<file path="src/hw/rtl/rwmf_fifo.sv">
module rwmf_fifo #(
	parameter int W     = 25,
	parameter int DEPTH = 16
) (
	input  logic         clk,
	input  logic         arst_n,
	input  logic         push,
	input  logic [W-1:0] din,
	input  logic         pop,
	output logic         valid,
	output logic [W-1:0] dout
);

	localparam int AW = $clog2(DEPTH);

	logic [W-1:0]    mem_q [0:DEPTH-1];
	logic [AW-1:0]   wp_q;
	logic [AW-1:0]   rp_q;
	logic [AW:0]     cnt_q;

	assign valid = cnt_q != '0;
	assign dout  = mem_q[rp_q];

	always_ff @(posedge clk) begin
		if (push) begin
			mem_q[wp_q] <= din;
		end
	end

	always_ff @(posedge clk or negedge arst_n) begin
		if (!arst_n) begin
			wp_q  <= '0;
			rp_q  <= '0;
			cnt_q <= '0;
		end else begin
			if (push) begin
				wp_q <= (wp_q == AW'(DEPTH - 1)) ? '0 : wp_q + AW'(1);
			end
			if (pop && valid) begin
				rp_q <= (rp_q == AW'(DEPTH - 1)) ? '0 : rp_q + AW'(1);
			end
			cnt_q <= cnt_q + (AW+1)'(push) - (AW+1)'(pop && valid);
		end
	end

endmodule

</file>
<file path="config.mk">
export PLATFORM = sky130hd
export DESIGN_NAME = rwmf_fifo
export DESIGN_NICKNAME = d
export VERILOG_FILES = /design/src/hw/rtl/rwmf_fifo.sv
export SDC_FILE = /design/constraint.sdc
export NUM_CORES = 1
export LEC_CHECK = 0
export BUFFER_PORTS_ARGS = -buffer_cell sky130_fd_sc_hd__buf_2
export CAP_MARGIN = 10
export CORE_MARGIN = 2
export CORE_UTILIZATION = 55
export DETAILED_ROUTE_END_ITERATION = 6
export GPL_TIMING_DRIVEN = 0
export HOLD_SLACK_MARGIN = 0.05
export PLACE_DENSITY_LB_ADDON = 0.12
export SETUP_SLACK_MARGIN = 0.3
export SLEW_MARGIN = 20
export SYNTH_ARGS = -nofsm -noshare
export SYNTH_HDL_FRONTEND = slang
export SYNTH_SLANG_ARGS = --single-unit
</file>
<file path="constraint.sdc">
create_clock -name clk -period 8.26 [get_ports clk]
set_clock_uncertainty 0.05 [all_clocks]
set_input_delay 0.826 -clock clk [delete_from_list [all_inputs] [get_ports clk]]
set_output_delay 0.826 -clock clk [all_outputs]
set_load 0.02 [all_outputs]
</file>
* Word-level counts from Yosys, hierarchy flattened
Memory sizes are Yosys's and may differ from the RTL's.
Index checks and enable logic that the tools add are counted.
W data, S select, Z words.
** Cells by class
- Add/subtract/negate cells :: 4
- Equal/unequal tests :: 2
- Mux-type cells :: 4
- Reduce and logical (&&, ||, !) cells :: 2
** Operators by type and width (count)
- $add A4 B1 Y4 const B :: 2
- $eq A4 B4 Y1 const B :: 2
- $mux W4 :: 2
- $add A5 B1 Y5 :: 1
- $reduce_bool A5 Y1 :: 1
- $sub A5 B1 Y5 :: 1
- $mux W1 :: 2
- $logic_and A1 B1 Y1 :: 1
** Word-level totals
- Flip-flop bits (word level) :: 13
- RAM bits :: 400
- Bits of input ports :: 29
- Output and inout bits :: 26
- Logic and storage cells :: 16
- Memories :: 1
** Memory list
- mem_q :: words 16, width 25, rd ports 1, clocked after memory_dff 0, write ports 1, line 16 : logic [W-1:0] mem_q [0:DEPTH-1];

* Logic depth before layout (Yosys ltp)
Gate-level depths: netlist of run 1.
- Word-level depth :: 3
- Depth in mapped cells :: 14
- Depth with buffers taken out :: 13

* Least setup slack after synthesis of run 1
Ideal clock, no wire load.
- Path kind :: input-to-reg
- From :: in push
- To :: mem mem_q[3][0] (enable)
- Setup time :: 0.438 ns
- Data arrival time :: 2.999 ns
- Data required time :: 7.772 ns
- Path slack :: 4.773 ns
- Stages :: 3
- Path buffers :: 1
- Cells stage by stage :: clkbuf_1 > nand2_1 > nor3_1
** Between the ends
- Cells in the longest elaborated chain, start to end :: 2
** Ends and longest elaborated chain
- from (decl) :: line 7 : input logic push,
- $mux W1 :: line 25 : if (push) begin
- $mux W1 (implied by the code) :: line 26 : mem_q[wp_q] <= din;
- to (decl) :: line 16
Every way passes these cells.

* Worst setup path after layout of run 1
- From :: reg rp_q[1]
- To :: out dout[23]
** Between the ends
- Cells in the longest elaborated chain, start to end :: 1
** Ends and longest elaborated chain
- from (decl) :: line 18 : logic [AW-1:0] rp_q;
- from (signal assigned) :: line 40 : rp_q <= (rp_q == AW'(DEPTH - 1)) ? '0 : rp_q + AW'(1);
- $mem_v2 Z16 W25
- to (decl) :: line 11 : output logic [W-1:0] dout
Every way passes these cells.

==> flow_summary_export.csv, run 1 <==
group,metric,value,unit
sta,relSlewSlack,26.96,%
sta,fmax,266.2,MHz
floorplanning,core-area,0.02878,mm^2
setup_path,cpMaxStageDelayCell,"buf_1",
setup_path,crit_path_max_incr_delay,0.65,ns
sta,report.final.slew_viol_count,0,
drt,first_iter_violations,847,
clock_tree,clock_latency,0.53,ns
global_routing,grt_max_degree,19,
drt,vias_per_cell,6.025,
placed_design,dp_slack,5.083,ns
global_routing,grt_use_total,23.28,%
logic_synthesis,syn-num-nets,801,
sta,period_minus_slack,3.757,ns
logic_synthesis,synth_seq_cells,413,
flow_run,cap_violations,0,
logic_synthesis,synth_edf_count,400,
setup_path,path_buf_inv,3,
drt,routed_wl,34.46,mm
sta,worst_slew_pin_slew,1.096,ns
setup_path,required,7.38,ns
logic_synthesis,ys_types,34,
finish,final_cell_mix,"400 x edfxtp_1, 75 x mux4_2, 75 x mux2i_1, 69 x buf_2, 45 x clkbuf_16",
power_and_ir_drop,p_per_area,355.2,mW/mm^2
logic_synthesis,netlist_instances,760,
power_and_ir_drop,peakVddDrop,218.8,uV
setup_path,worstRegToRegCells,14,
global_routing,first_global_vias,8232,
sta,setup_viol,0,
sta,final.setup.tns,0,ns
drt,ant_nets,0,
finish,nets,923,
placed_design,dp_hpwl,21.94,mm
global_routing,grt_overflow_total,0,
setup_path,regToRegSetupSlack,5.30,ns
clock_tree,htreeDepth,2,
finish,final_core_util,64.85,%
setup_path,start_kind,"flip-flop",
clock_tree,cts_hold_buffers,0,
setup_path,cp_cell_sequence,"buf_4 -> buf_1 -> mux4_2 -> a32oi_1 -> o21ai_0 -> buf_2",
drt,num_vias,7821,
finish,drive_gt1_share,28.01,%
drt,drc_errors,0,
placed_design,port_buffers,54,
sta,fin_ws,4.503,ns
clock_tree,clk_path_buf_depth,3,
global_routing,antenna_found_initial,0,
power_and_ir_drop,leakage,6.219,nW
finish,stdcell_area,0.01866,mm^2
setup_path,path_delay_family,"buffers and inverters",
clock_tree,clock-sinks,413,
sta,hold_ws,0.1274,ns
setup_path,critPathKind,"flip-flop to output port",
setup_path,cp_data_arrival_time,2.88,ns
placed_design,dp_cells,1222,
floorplanning,dieArea,0.03064,mm^2
logic_synthesis,yosys_warnings,0,
sta,rsz0062_at_grt,"false",
power_and_ir_drop,finalPower,6.629,mW
logic_synthesis,synth_area,0.01609,mm^2
sta,final_hold_viol_count,0,
placed_design,placed_area,0.01730,mm^2
floorplanning,die_h,175.1,um
clock_tree,cts_resized,0,
sta,min_period_over_period,45.48,%
logic_synthesis,ys.flop_type,"edfxtp_1",
clock_tree,numCtsBuffers,42,
floorplanning,die_w,175.1,um
logic_synthesis,ys_async_sr_fraction,3.148,%
finish,finalNonFillerCells,1298,
floorplanning,ios,55,
floorplanning,rows,62,
logic_synthesis,seq_area_frac_synth,76.66,%
drt,drtPass1Iterations,5,
logic_synthesis,syn_area_per_cell,21.17,um^2
clock_tree,post_cts_buffers,0,
setup_path,r2r-start,"cnt_q[3]",
setup_path,crit_fanout,10,
setup_path,critPathCaptureType,"output port",
finish,num_antenna_cells,0,
setup_path,reg2reg_to,"cnt_q[4]",
clock_tree,cts_root_buf,"clkbuf_16",
clock_tree,clk_pin_slew,0.06,ns
global_routing,grt_pass1_wl,51.52,mm
outcome,status,"finished, final reports clean",
hold_path,worstHoldPathType,"input port to async pin",
floorplanning,initial_utilization,55.92,%
clock_tree,cts_tree,"done",
drt,post_drt_wl_per_cell,26.55,um
placed_design,gp_congestion,0.7861,
finish,syn2layout_area_growth,15.98,%
finish,layout_commonest_cell,"edfxtp_1",
## flip-flops by register name (all words and copies together) (netlist names)
register  cells
cnt_q         5
wp_q          4
rp_q          4
mem_q       400
## Yosys cell counts, types with 2 or more instances
cell / instances / area, um^2
nand2b_1: 2 / 12.51
buf_2: 15 / 75.07
clkbuf_1: 12 / 45.04
o21ai_1: 15 / 75.07
buf_12: 2 / 40.04
nand3_1: 2 / 10.01
nor3_1: 4 / 20.02
dfrtp_1: 13 / 325.3
xnor2_1: 5 / 43.79
xor2_1: 2 / 17.52
inv_1: 12 / 45.04
buf_4: 7 / 52.55
a32oi_1: 25 / 219.0
edfxtp_1: 400 / 12010
a22oi_1: 25 / 187.7
mux4_2: 75 / 1689
buf_1: 3 / 11.26
o21ai_0: 14 / 70.07
mux2_4: 2 / 30.03
buf_6: 3 / 33.78
mux2i_1: 75 / 750.7
a21oi_1: 4 / 20.02
nor2_1: 14 / 52.55
nand2_1: 9 / 33.78
ha_1: 11 / 137.6
## cell type report
type	count	area [um^2]
plain buffers	42	257.7
clock buffers	56	1167
clock inverters	20	192.7
fillers	1886	10120
inverters	12	45.04
multi-input cells	293	3563
flip-flops and latches	413	12340
well taps	384	480.5
repair buffers	78	620.6
## routing by layer
layer  vias up  track usage [%]  part of all wire [%]
met2       222            39.36                    51
met5         -                0                     0
met4         0            5.903                   1.8
li1       3426                -                     -
met3        52            2.981                   4.3
met1      4121            32.69                    43
## kinds of logic (layout without fill, tap and decap cells)
| family | Yosys count | count (layout) | synth area share, % |
|---|---|---|---|
| AND/OR/NAND/NOR | 35 | 35 | 1.019 |
| AO/OA/AOI/OAI | 87 | 87 | 3.732 |
| adder cells (fa/ha/maj) | 12 | 12 | 0.9796 |
| XOR/XNOR | 7 | 7 | 0.3810 |
| flip-flops | 413 | 413 | 76.66 |
| buffers and inverters | 54 | 208 | 1.881 |
| multiplexers | 152 | 152 | 15.35 |
## worst register-to-register path, delay by kind of cell, from the launching register on
| family | cells | cell delay [ns] |
|---|---|---|
| xor+xnor | 1 | 0.13 |
| fa+ha+maj | 4 | 1.01 |
| buf+inv | 5 | 0.42 |
| flops | 1 | 0.40 |
| compound gates | 2 | 0.22 |
| simple gates | 2 | 0.63 |
## worst max path at each step
stage	cells past startpoint	slack [ns]	to	start
2_1_floorplan	3	4.77	mem_q[3][0]	push
3_3_place_gp	4	2.62	mem_q[3][8]	push
3_5_place_dp	6	5.08	dout[23]	rp_q[1]
4_1_cts	6	4.51	dout[23]	rp_q[1]
5_1_grt	6	4.41	dout[23]	rp_q[1]
6_report	6	4.50	dout[23]	rp_q[1]
## report_power, final
group	internal [mW]	switching, mW	leakage [nW]
logic	0.878	1.30	1.79
clock network	1.12	0.745	0.666
registers	2.52	0.0682	3.77
total	4.52	2.11	6.22
No activity file was read; power rests on OpenSTA's default activity.
==> run 2: changes to the inputs <==
- ABC_AREA: default -> 1
- clock period: 8.26 -> 3.1 ns (I/O delays scaled with it)
==> run 2 against run 1 <==
Utilization decreased by 0.69 points. Sequential share of layout area decreased by 7.0 points. First-iteration DRC count increased by 36%. Sequential cell count unchanged. Critical path depth increased by 2. Synthesized area increased by 13%. Global-route usage increased by 4.5 points. Routed wire length increased by 35%. Via count increased by 56%. Critical path type unchanged. Largest power group is now combinational cells.
==> flow_summary_export.csv, run 2 <==
group,metric,value,unit
sta,final.setup.tns,0,ns
setup_path,critPathCaptureType,"output port",
logic_synthesis,ys_top_cells_by_count,"616 x nand2_1, 400 x edfxtp_1, 392 x inv_1",
logic_synthesis,synthTopCellsByArea,"edfxtp_1 66%, nand2_1 13%, inv_1 8.1%",
sta,final_hold_viol_count,0,
sta,rsz0062_at_grt,"true",
floorplanning,die_w,185.5,um
placed_design,port_buffers,54,
sta,worst_slew_pin_slew,0.7319,ns
drt,vias_per_cell,5.090,
logic_synthesis,synth_area,0.01813,mm^2
setup_path,crit_fanout,10,
setup_path,critPathKind,"flip-flop to output port",
finish,num_antenna_cells,0,
global_routing,antenna_found_initial,0,
finish,drive_gt1_share,11.08,%
logic_synthesis,ys.flop_type,"edfxtp_1",
power_and_ir_drop,p_per_area,903.3,mW/mm^2
outcome,status,"finished, final reports clean",
logic_synthesis,netlist_instances,1809,
sta,period_minus_slack,2.713,ns
clock_tree,clk_pin_slew,0.06,ns
power_and_ir_drop,leakage,9.387,nW
sta,fmax,368.7,MHz
finish,layout_commonest_cell,"nand2_1",
drt,ant_nets,0,
sta,relSlewSlack,51.21,%
finish,nets,1968,
clock_tree,clk_path_buf_depth,3,
clock_tree,numCtsBuffers,43,
global_routing,grt_use_total,27.78,%
sta,fin_ws,0.3874,ns
finish,regMostFlops,"mem_q",
floorplanning,core-area,0.03254,mm^2
drt,drc_errors,0,
logic_synthesis,seq_area_frac_synth,68.06,%
hold_path,worstHoldPathType,"input port to flip-flop",
drt,routed_wl,46.59,mm
drt,first_iter_violations,1150,
floorplanning,rows,66,
logic_synthesis,ys_types,19,
drt,num_vias,12220,
setup_path,start_kind,"flip-flop",
floorplanning,dieArea,0.03443,mm^2
logic_synthesis,synth_top_cell_by_area,"edfxtp_1",
setup_path,required,2.74,ns
drt,post_drt_wl_per_cell,19.40,um
placed_design,placed_area,0.01950,mm^2
logic_synthesis,yosys_warnings,0,
global_routing,first_global_vias,11740,
clock_tree,clock_latency,0.53,ns
placed_design,dp_slack,0.4234,ns
finish,reg_top3,"mem_q x400, cnt_q x5",
logic_synthesis,synth_edf_count,400,
finish,syn2layout_area_growth,15.16,%
finish,largest_reg_flops,400,
clock_tree,cts_tree,"done",
power_and_ir_drop,peakVddDrop,647.8,uV
floorplanning,die_h,185.5,um
flow_run,cap_violations,0,
global_routing,grt_max_degree,23,
clock_tree,htreeDepth,2,
sta,report.final.slew_viol_count,0,
clock_tree,cts_root_buf,"clkbuf_16",
global_routing,grt_pass1_wl,68.92,mm
logic_synthesis,syn_area_per_cell,10.02,um^2
floorplanning,initial_utilization,55.71,%
logic_synthesis,syn-num-nets,1850,
drt,drtPass1Iterations,6,
placed_design,gp_congestion,0.8151,
setup_path,cp_data_arrival_time,2.35,ns
floorplanning,ios,55,
finish,stdcell_area,0.02088,mm^2
sta,setup_viol,0,
logic_synthesis,ys_async_sr_fraction,3.148,%
placed_design,dp_hpwl,30.55,mm
clock_tree,clock-sinks,413,
logic_synthesis,synth_seq_cells,413,
logic_synthesis,synth.most_common_cell,"nand2_1",
global_routing,grt_overflow_total,0,
sta,min_period_over_period,87.50,%
finish,final_cell_mix,"616 x nand2_1, 400 x edfxtp_1, 392 x inv_1, 256 x nand3_1, 100 x buf_2",
logic_synthesis,synth_top_area_share,66.26,%
[run 2: what timing repair did]
item | CTS | global route
hold buffers | 2 | 0
endpoints found under the setup margin | 22 | 26
hold endpoints to repair | 14 | 0
resized for setup | 8 | 27
setup buffers | 0 | 1
[run 2: cells by family after synthesis]
kind of cell             count (synthesis)  share of synthesized area, %
adder cells (fa/ha/maj)                 12                        0.8697
AND/OR/NAND/NOR                        892                         20.24
buffers and inverters                  475                         10.21
flip-flops                             413                         68.06
AO/OA/AOI/OAI                           10                        0.2899
XOR/XNOR                                 7                        0.3382
[run 2: stage by stage]
stage	total power, mW	hold WS, ns	util, %	std cells
after floorplan	11.24	-0.03559	-	1809
after global placement	13.66	0.1804	58.24	2305
after detailed placement	14.05	0.1832	59.92	2321
after CTS	18.87	0.08759	64.07	2400
after global routing	19.83	0.1006	64.16	2401
final	18.86	0.09893	64.16	2401
[run 2: power by group]
group | internal [mW] | switching, mW | total (mW)
Combinational | 2.01 | 5.09 | 7.11
Sequential | 6.74 | 0.177 | 6.91
Clock | 2.79 | 2.05 | 4.84
[run 2: final timing paths]
check                      slack (ns)     start            to  cells after the start
setup / recovery                 0.39   rp_q[3]       dout[6]                      8
hold / removal                    0.1   din[17]  mem_q[9][17]                      1
setup reg to reg                 0.57  cnt_q[3]      cnt_q[4]                     13
hold reg to reg                  0.52   wp_q[3]       wp_q[3]                      2
max in group asynchronous        2.58    arst_n       rp_q[2]                      2
min in group asynchronous        0.16    arst_n       wp_q[1]                      2
[run 2: cell type report]
type | instances | area [um^2]
Clock buffer | 55 | 1194
Sequential cell | 413 | 12340
Timing Repair Buffer | 73 | 723.2
Fill cell | 2520 | 11660
Tap cell | 442 | 553.0
Inverter | 397 | 1495
Multi-Input combinational cell | 921 | 4063
Buffer | 78 | 386.6
Clock inverter | 22 | 123.9
[run 2: worst max-delay path, stage by stage (launching register included)]
cell	delay [ns]
dfrtp_1	0.38
inv_2	0.14
nor2_2	0.43
buf_2	0.38
nand2_1	0.13
nand2_1	0.09
inv_1	0.04
nand2_1	0.06
buf_2	0.16
[run 2: layer usage]
metal | up-vias | GRT usage, % | routed length, um
met2 | 468 | 46.73 | 22390
li1 | 5927 | - | -
met1 | 5734 | 37.13 | 19320
met4 | 0 | 9.260 | 1381
met5 | - | 0 | 0
met3 | 93 | 4.461 | 3497
